--- src/rtl/core/aspm_pkg.sv ---
`timescale 1ns / 1ps
// shared types, constants and the column substitution function of the permutation
// no dependencies
package aspm_pkg;

   localparam int WORD_W         = 64;
   localparam int NUM_WORDS      = 5;
   localparam int RC_W           = 4;
   localparam int MAX_ROUNDS_DEF = 15;
   localparam int CNT_W          = 6;

   // right rotation amounts of the linear layer, one pair per word
   localparam int ROT_A [NUM_WORDS] = '{19, 61, 1, 10, 7};
   localparam int ROT_B [NUM_WORDS] = '{28, 39, 6, 17, 41};

   typedef struct packed {
      logic [WORD_W-1:0] in_word0;
      logic [WORD_W-1:0] in_word1;
      logic [WORD_W-1:0] in_word2;
      logic [WORD_W-1:0] in_word3;
      logic [WORD_W-1:0] in_word4;
      logic [RC_W-1:0]   round_count;
   } req_type;

   typedef struct packed {
      logic [WORD_W-1:0] out_word0;
      logic [WORD_W-1:0] out_word1;
      logic [WORD_W-1:0] out_word2;
      logic [WORD_W-1:0] out_word3;
      logic [WORD_W-1:0] out_word4;
   } rsp_type;

   typedef enum logic {
      ST_IDLE,
      ST_RUN
   } state_type;

   typedef struct packed {
      logic load;
      logic step;
      logic capture;
   } ctrl_type;

   // 5-bit substitution on one bit column, bit k taken from word k
   function automatic logic [NUM_WORDS-1:0] sbox(input logic [NUM_WORDS-1:0] x);
      logic a, b, c, d, e;
      logic [NUM_WORDS-1:0] y;
      a = x[0];
      b = x[1];
      c = x[2];
      d = x[3];
      e = x[4];
      y[0] = (e & b) ^ d ^ (c & b) ^ c ^ (b & a) ^ b ^ a;
      y[1] = e ^ (d & c) ^ (d & b) ^ d ^ (c & b) ^ c ^ b ^ a;
      y[2] = ~((e & d) ^ e ^ c ^ b);
      y[3] = (e & a) ^ e ^ (d & a) ^ d ^ c ^ b ^ a;
      y[4] = (e & b) ^ e ^ d ^ (b & a) ^ b;
      return y;
   endfunction

endpackage

--- src/rtl/core/aspm_cell.sv ---
`timescale 1ns / 1ps
// one bit column of the state: holds five bits, one per word, and runs the sbox
// depends on aspm_pkg
module aspm_cell (
   input  logic                             clock,
   input  aspm_pkg::ctrl_type               ctl,
   input  logic [aspm_pkg::NUM_WORDS-1:0]   load_col,
   input  logic [aspm_pkg::NUM_WORDS-1:0]   mix_a,
   input  logic [aspm_pkg::NUM_WORDS-1:0]   mix_b,
   output logic [aspm_pkg::NUM_WORDS-1:0]   col,
   output logic [aspm_pkg::NUM_WORDS-1:0]   sb
);
   import aspm_pkg::*;

   logic [NUM_WORDS-1:0] col_ff;
   logic [NUM_WORDS-1:0] col_in;

   assign sb  = sbox(col_ff);
   assign col = col_ff;

   // linear layer: own sbox bit xor the two rotated partners' bits
   always_comb begin
      col_in = col_ff;
      if (ctl.load) begin
         col_in = load_col;
      end else if (ctl.step) begin
         col_in = sb ^ mix_a ^ mix_b;
      end
   end

   always_ff @(posedge clock) begin
      col_ff <= col_in;
   end

endmodule

--- src/rtl/core/aspm_ctrl.sv ---
`timescale 1ns / 1ps
// round sequencer: takes a transaction, counts rounds, hands the state to the output
// depends on aspm_pkg
module aspm_ctrl #(
   parameter int MAX_ROUNDS = aspm_pkg::MAX_ROUNDS_DEF
) (
   input  logic                        clock,
   input  logic                        reset,
   input  logic                        req_valid,
   input  logic [aspm_pkg::RC_W-1:0]   round_count,
   input  logic                        out_free,
   output logic                        req_ready,
   output aspm_pkg::ctrl_type          ctl
);
   import aspm_pkg::*;

   state_type          state_ff, state_in;
   logic [RC_W-1:0]    cnt_ff, cnt_in;
   logic [RC_W-1:0]    rounds_sat;

   // saturate the requested count at the build limit
   always_comb begin
      if ({{(CNT_W-RC_W){1'b0}}, round_count} > CNT_W'(MAX_ROUNDS)) begin
         rounds_sat = RC_W'(MAX_ROUNDS);
      end else begin
         rounds_sat = round_count;
      end
   end

   always_ff @(posedge clock) begin
      if (reset) begin
         state_ff <= ST_IDLE;
         cnt_ff   <= '0;
      end else begin
         state_ff <= state_in;
         cnt_ff   <= cnt_in;
      end
   end

   always_comb begin
      state_in    = state_ff;
      cnt_in      = cnt_ff;
      req_ready   = 1'b0;
      ctl         = '0;
      case (state_ff)
         ST_IDLE: begin
            req_ready = 1'b1;
            if (req_valid) begin
               ctl.load = 1'b1;
               cnt_in   = rounds_sat;
               state_in = ST_RUN;
            end
         end
         ST_RUN: begin
            if (cnt_ff != '0) begin
               ctl.step = 1'b1;
               cnt_in   = cnt_ff - RC_W'(1);
            end else if (out_free) begin
               ctl.capture = 1'b1;
               state_in    = ST_IDLE;
            end
         end
         default: begin
            state_in = ST_IDLE;
         end
      endcase
   end

   a_step_needs_rounds: assert property (@(posedge clock) disable iff (reset)
      ctl.step |-> (state_ff == ST_RUN) && (cnt_ff != '0))
      else $error("round step with no rounds left");

   a_step_counts_down: assert property (@(posedge clock) disable iff (reset)
      ctl.step |=> cnt_ff == $past(cnt_ff) - RC_W'(1))
      else $error("round counter did not count down");

   a_capture_frees: assert property (@(posedge clock) disable iff (reset)
      ctl.capture |=> (state_ff == ST_IDLE))
      else $error("sequencer busy after handing off result");

   a_load_runs: assert property (@(posedge clock) disable iff (reset)
      ctl.load |=> (state_ff == ST_RUN))
      else $error("loaded transaction not running");

endmodule

--- src/rtl/core/ascon_style_permutation.sv ---
`timescale 1ns / 1ps
// top level of the constant-free 320-bit permutation: cell row, sequencer, output register
// depends on aspm_pkg, aspm_cell, aspm_ctrl
//
// One transaction carries five 64-bit state words and a round count; the result is
// the state after that many rounds of sbox plus linear diffusion, with no round
// constants. A count of zero returns the state unchanged, and a count above
// MAX_ROUNDS is held at MAX_ROUNDS. The state lives in a row of 64 identical
// cells, one per bit column; on each round step every cell runs its sbox and takes the
// rotated sbox bits of its partner cells, so one full round completes per clock.
// A transaction holds the row through the load, its round steps and the hand-off
// to the output register, which waits until that register is free. Only one
// transaction is in the row at a time; the output register lets the next
// transaction start while the previous result still waits on rsp_ready.
module ascon_style_permutation #(
   parameter int MAX_ROUNDS = aspm_pkg::MAX_ROUNDS_DEF
) (
   input  logic              clock,
   input  logic              reset,
   input  logic              req_valid,
   output logic              req_ready,
   input  aspm_pkg::req_type req_data,
   output logic              rsp_valid,
   input  logic              rsp_ready,
   output aspm_pkg::rsp_type rsp_data
);
   import aspm_pkg::*;

   ctrl_type             ctl;
   logic                 out_free;
   logic                 rsp_valid_ff, rsp_valid_in;
   rsp_type              rsp_data_ff, rsp_data_in;

   // word view of the incoming state and the cell outputs
   logic [WORD_W-1:0]    in_words   [NUM_WORDS];
   logic [WORD_W-1:0]    cell_words [NUM_WORDS];
   logic [NUM_WORDS-1:0] col_w      [WORD_W];
   logic [NUM_WORDS-1:0] sb_w       [WORD_W];

   assign in_words[0] = req_data.in_word0;
   assign in_words[1] = req_data.in_word1;
   assign in_words[2] = req_data.in_word2;
   assign in_words[3] = req_data.in_word3;
   assign in_words[4] = req_data.in_word4;

   // the output register is free when empty or being drained this cycle
   assign out_free = !rsp_valid_ff || rsp_ready;

   aspm_ctrl #(
      .MAX_ROUNDS (MAX_ROUNDS)
   ) u_ctrl (
      .clock       (clock),
      .reset       (reset),
      .req_valid   (req_valid),
      .round_count (req_data.round_count),
      .out_free    (out_free),
      .req_ready   (req_ready),
      .ctl         (ctl)
   );

   // row of column cells; partners for word k sit ROT_A[k] and ROT_B[k] places up
   for (genvar i = 0; i < WORD_W; i++) begin : g_cell
      logic [NUM_WORDS-1:0] load_col;
      logic [NUM_WORDS-1:0] mix_a;
      logic [NUM_WORDS-1:0] mix_b;

      for (genvar k = 0; k < NUM_WORDS; k++) begin : g_word
         assign load_col[k]      = in_words[k][i];
         assign mix_a[k]         = sb_w[(i + ROT_A[k]) % WORD_W][k];
         assign mix_b[k]         = sb_w[(i + ROT_B[k]) % WORD_W][k];
         assign cell_words[k][i] = col_w[i][k];
      end

      aspm_cell u_cell (
         .clock    (clock),
         .ctl      (ctl),
         .load_col (load_col),
         .mix_a    (mix_a),
         .mix_b    (mix_b),
         .col      (col_w[i]),
         .sb       (sb_w[i])
      );
   end

   // finished state goes to the output register
   always_comb begin
      rsp_data_in  = rsp_data_ff;
      rsp_valid_in = rsp_valid_ff && !rsp_ready;
      if (ctl.capture) begin
         rsp_data_in.out_word0 = cell_words[0];
         rsp_data_in.out_word1 = cell_words[1];
         rsp_data_in.out_word2 = cell_words[2];
         rsp_data_in.out_word3 = cell_words[3];
         rsp_data_in.out_word4 = cell_words[4];
         rsp_valid_in          = 1'b1;
      end
   end

   always_ff @(posedge clock) begin
      if (reset) begin
         rsp_valid_ff <= 1'b0;
      end else begin
         rsp_valid_ff <= rsp_valid_in;
      end
   end

   always_ff @(posedge clock) begin
      rsp_data_ff <= rsp_data_in;
   end

   assign rsp_valid = rsp_valid_ff;
   assign rsp_data  = rsp_data_ff;

   a_capture_only_when_free: assert property (@(posedge clock) disable iff (reset)
      ctl.capture |-> out_free)
      else $error("result handed off over a pending one");

   a_capture_sets_valid: assert property (@(posedge clock) disable iff (reset)
      ctl.capture |=> rsp_valid)
      else $error("handed-off result not presented");

   a_no_accept_while_busy: assert property (@(posedge clock) disable iff (reset)
      (ctl.step || ctl.capture) |-> !req_ready)
      else $error("transaction accepted while the row is busy");

endmodule
--- config.mk ---
export PLATFORM = sky130hd
export DESIGN_NAME = ascon_style_permutation
export DESIGN_NICKNAME = d
export VERILOG_FILES = /design/src/rtl/core/aspm_pkg.sv /design/src/rtl/core/aspm_cell.sv /design/src/rtl/core/aspm_ctrl.sv /design/src/rtl/core/ascon_style_permutation.sv
export SDC_FILE = /design/constraint.sdc
export NUM_CORES = 2
export LEC_CHECK = 0
export BUFFER_PORTS_ARGS = -buffer_cell sky130_fd_sc_hd__buf_2
export CORE_MARGIN = 2
export CORE_UTILIZATION = 39
export CTS_CLUSTER_SIZE = 28
export DETAILED_ROUTE_END_ITERATION = 8
export RECOVER_POWER = 100
export SKIP_LAST_GASP = 1
export SYNTH_ARGS = -nofsm -noshare
export SYNTH_HDL_FRONTEND = slang
export SYNTH_HIERARCHICAL = 1
export SYNTH_SLANG_ARGS = --single-unit
export TNS_END_PERCENT = 20
--- constraint.sdc ---
create_clock -name clock -period 11.9 [get_ports clock]
set_clock_uncertainty 0.2 [all_clocks]
set_input_delay 2.38 -clock clock [delete_from_list [all_inputs] [get_ports clock]]
set_output_delay 2.38 -clock clock [all_outputs]
set_load 0.05 [all_outputs]
==> impl_metrics.tcl <==
set metrics [dict create \
    outcome "finished with violations" \
    violations "capacitance limit, slew limit" \
    cts_tree "built" \
    synth_top_area_share_pct 46.4 \
    core_sq_mm 0.105 \
    hold_viol_final 0 \
    drive_gt1_share_pct 21.0 \
    cts_hold_buf 0 \
    worstRegToRegCells 4 \
    worst_pin_slew_ns 4.75 \
    path_cells "clkbuf_1 > nor2b_1 > buf_12 > clkbuf_1 > o21ai_0" \
    drv_cap 4 \
    final_antenna_net_count 0 \
    dr.first_iter.drc_count 2941 \
    routed_wl_um 161000 \
    syn_area_per_cell_sq_um 12.3 \
    dr.pass1.iters 6 \
    synth.ff_latch_count 646 \
    ios 650 \
    stdcell_area_sq_mm 0.0479 \
    yosysSeqAreaShare_pct 46.7 \
    synth_area_leaders "edfxtp_1 46%, xnor2_1 19%, xnor3_1 7.0%, xor2_1 4.1%, mux2i_1 3.1%" \
    synthArstFlopShare_pct 0 \
    worstHoldPathCells 2 \
    reg2reg_to "g_cell[58].u_cell/col[1]" \
    pre_cts_ws_ns 6.53 \
    clk_path_buf_depth 3 \
    fp.dieW_um 330 \
    cts.sinks 646 \
    syn-num-nets 3702 \
    finalSetupTns_ns 0 \
    synth_edf_count 640 \
    slowest_stage "clkbuf_1" \
    clock-root-buffer "clkbuf_16" \
    grt_max_degree 199 \
    hold_start "rsp_valid" \
    synth_ff_type "edfxtp_1" \
    syn_inst 3373 \
    grt.total_usage_pct 28.8 \
    clk_pin_slew_ns 0.06 \
    hold_path_class "register to register" \
    crit_path_end_kind "register" \
    antenna_found_initial 13 \
    wl_per_cell_um 29.5 \
    critPathKind "primary input to register" \
    cts_setup_buffers 0 \
    crit_fanout 198 \
    rows 119 \
    critPathLaunchType "primary input" \
    finish.net_count 4320 \
    cpMostUsedCell "clkbuf_1" \
    synth_area_sq_mm 0.0414 \
    r2r-start "u_ctrl/state_ff" \
    grt_pass1_vias 26800 \
    relSlewSlack_pct -217 \
    dp_hpwl_um 134000 \
    placed_area_sq_mm 0.0458 \
    final_cell_mix "895 x xnor2_1, 640 x edfxtp_1, 333 x clkbuf_1" \
    fin_util_pct 45.5 \
    die_h_um 330 \
    slew_viol_final 315 \
    htree_levels 3 \
    place.gp.congestion 0.958 \
    period_needed_ns 7.69 \
    syn_to_final_growth_pct 15.9 \
    grt.overflow.total 0 \
    start_util_pct 39.3 \
    setup_ws_ns 4.21 \
    die-area_sq_mm 0.109 \
    fill_cells 9981 \
    crit_arrival_ns 7.71 \
    setup_viol 0 \
    timing.fmax_mhz 130 \
    yosysTopAreaCell "edfxtp_1" \
    drc 0 \
    worstSkewPairLatency_ns 0.67 \
    ctsResizeCount 0 \
    rsz0062_at_grt "false" \
    ys_types 39 \
    vias_per_cell 5.15 \
    crit_required_ns 11.92 \
    finalCritPeriodShare_pct 64.6 \
    yosysWarningCount 6 \
    worstHoldEndpoint "rsp_valid" \
    final_common_cell "xnor2_1" \
    cts-buffers-inserted 75 \
    r2r_slack_ns 5.71 \
    crit_path_max_incr_delay_ns 3.36 \
    grt_pass1_wl_um 212000 \
    io_buffers 649 \
    vias 28100 \
]
[final cells by class]
type | count | area [sq um] | share of cell area, %
multi-input combinational | 2465 | 20800 | 43.4
sequential | 646 | 19300 | 40.3
timing repair buffer | 670 | 3010 | 6.28
clock buffer | 83 | 1950 | 4.07
tap | 1391 | 1740 | 3.63
clock inverter | 51 | 573 | 1.20
inverter | 133 | 499 | 1.04
antenna | 6 | 15.0 | 0.0313
[kinds of logic after synthesis]
logic type,count (synthesis),synth area share [%]
and+or+nand+nor,724,9.60
DFF,646,46.7
AOI/OAI and AO/OA,267,3.28
adders and majority gates,1,0.0302
muxes,193,4.87
xor gates and xnor gates,1280,32.5
buffers and inverters,262,2.96
[state kept, by name, indices dropped and copies added, names as in the netlist]
signal             count
rsp_data             320
u_ctrl/cnt_ff          4
rsp_valid              1
g_cell.u_cell/col    320
u_ctrl/state_ff        1
[metal layers]
layer | part of all wire, % | track usage, % | vias to the layer above
li1 | - | - | 12600
met1 | 41 | 38.5 | 14000
met2 | 48 | 48.1 | 1231
met3 | 7.5 | 4.65 | 170
met4 | 3.1 | 8.94 | 8
met5 | 0.035 | 0 | -
[worst max-delay path, delay by kind of cell]
family          cells  cell delay, ns
simple gates        1            0.33
buf+inv             3            4.11
compound gates      1            0.49
[synth_stat cells (2+ instances only)]
master,instances
mux2_2,64
clkbuf_1,64
o21ai_1,64
nor3_2,64
xnor3_1,128
xor2_2,64
a21oi_1,2
xnor2_1,896
inv_2,64
nor3_1,65
or2_2,64
nor2b_1,132
mux2i_1,128
inv_1,69
edfxtp_1,640
buf_4,64
nor2_1,68
dfxtp_1,6
and3_2,64
nand2_1,259
xor2_1,192
o21ai_0,195
[how the worst max path moves through the flow]
stage | start | cells past startpoint | end | slack, ns
3_3_place_gp | req_valid | 5 | g_cell[41].u_cell/col[2] | 6.61
4_1_cts | req_valid | 5 | g_cell[4].u_cell/col[2] | 7.22
5_1_grt | req_valid | 5 | g_cell[4].u_cell/col[0] | 3.64
6_report | req_valid | 5 | g_cell[58].u_cell/col[1] | 4.21
3_5_place_dp | req_valid | 5 | g_cell[61].u_cell/col[2] | 6.53
2_1_floorplan | rsp_ready | 4 | rsp_valid | 1.17
[through the flow]
stage,hold slack [ns],std cells
global route,0.364,5441
detailed placement,0.291,5305
finish,0.312,5445
CTS,0.301,5439
global placement,0.288,5305
floorplan,0.228,3373
Power is not shown: default switching activity piles up to over one toggle a cycle in this logic, so the estimate is an artifact.
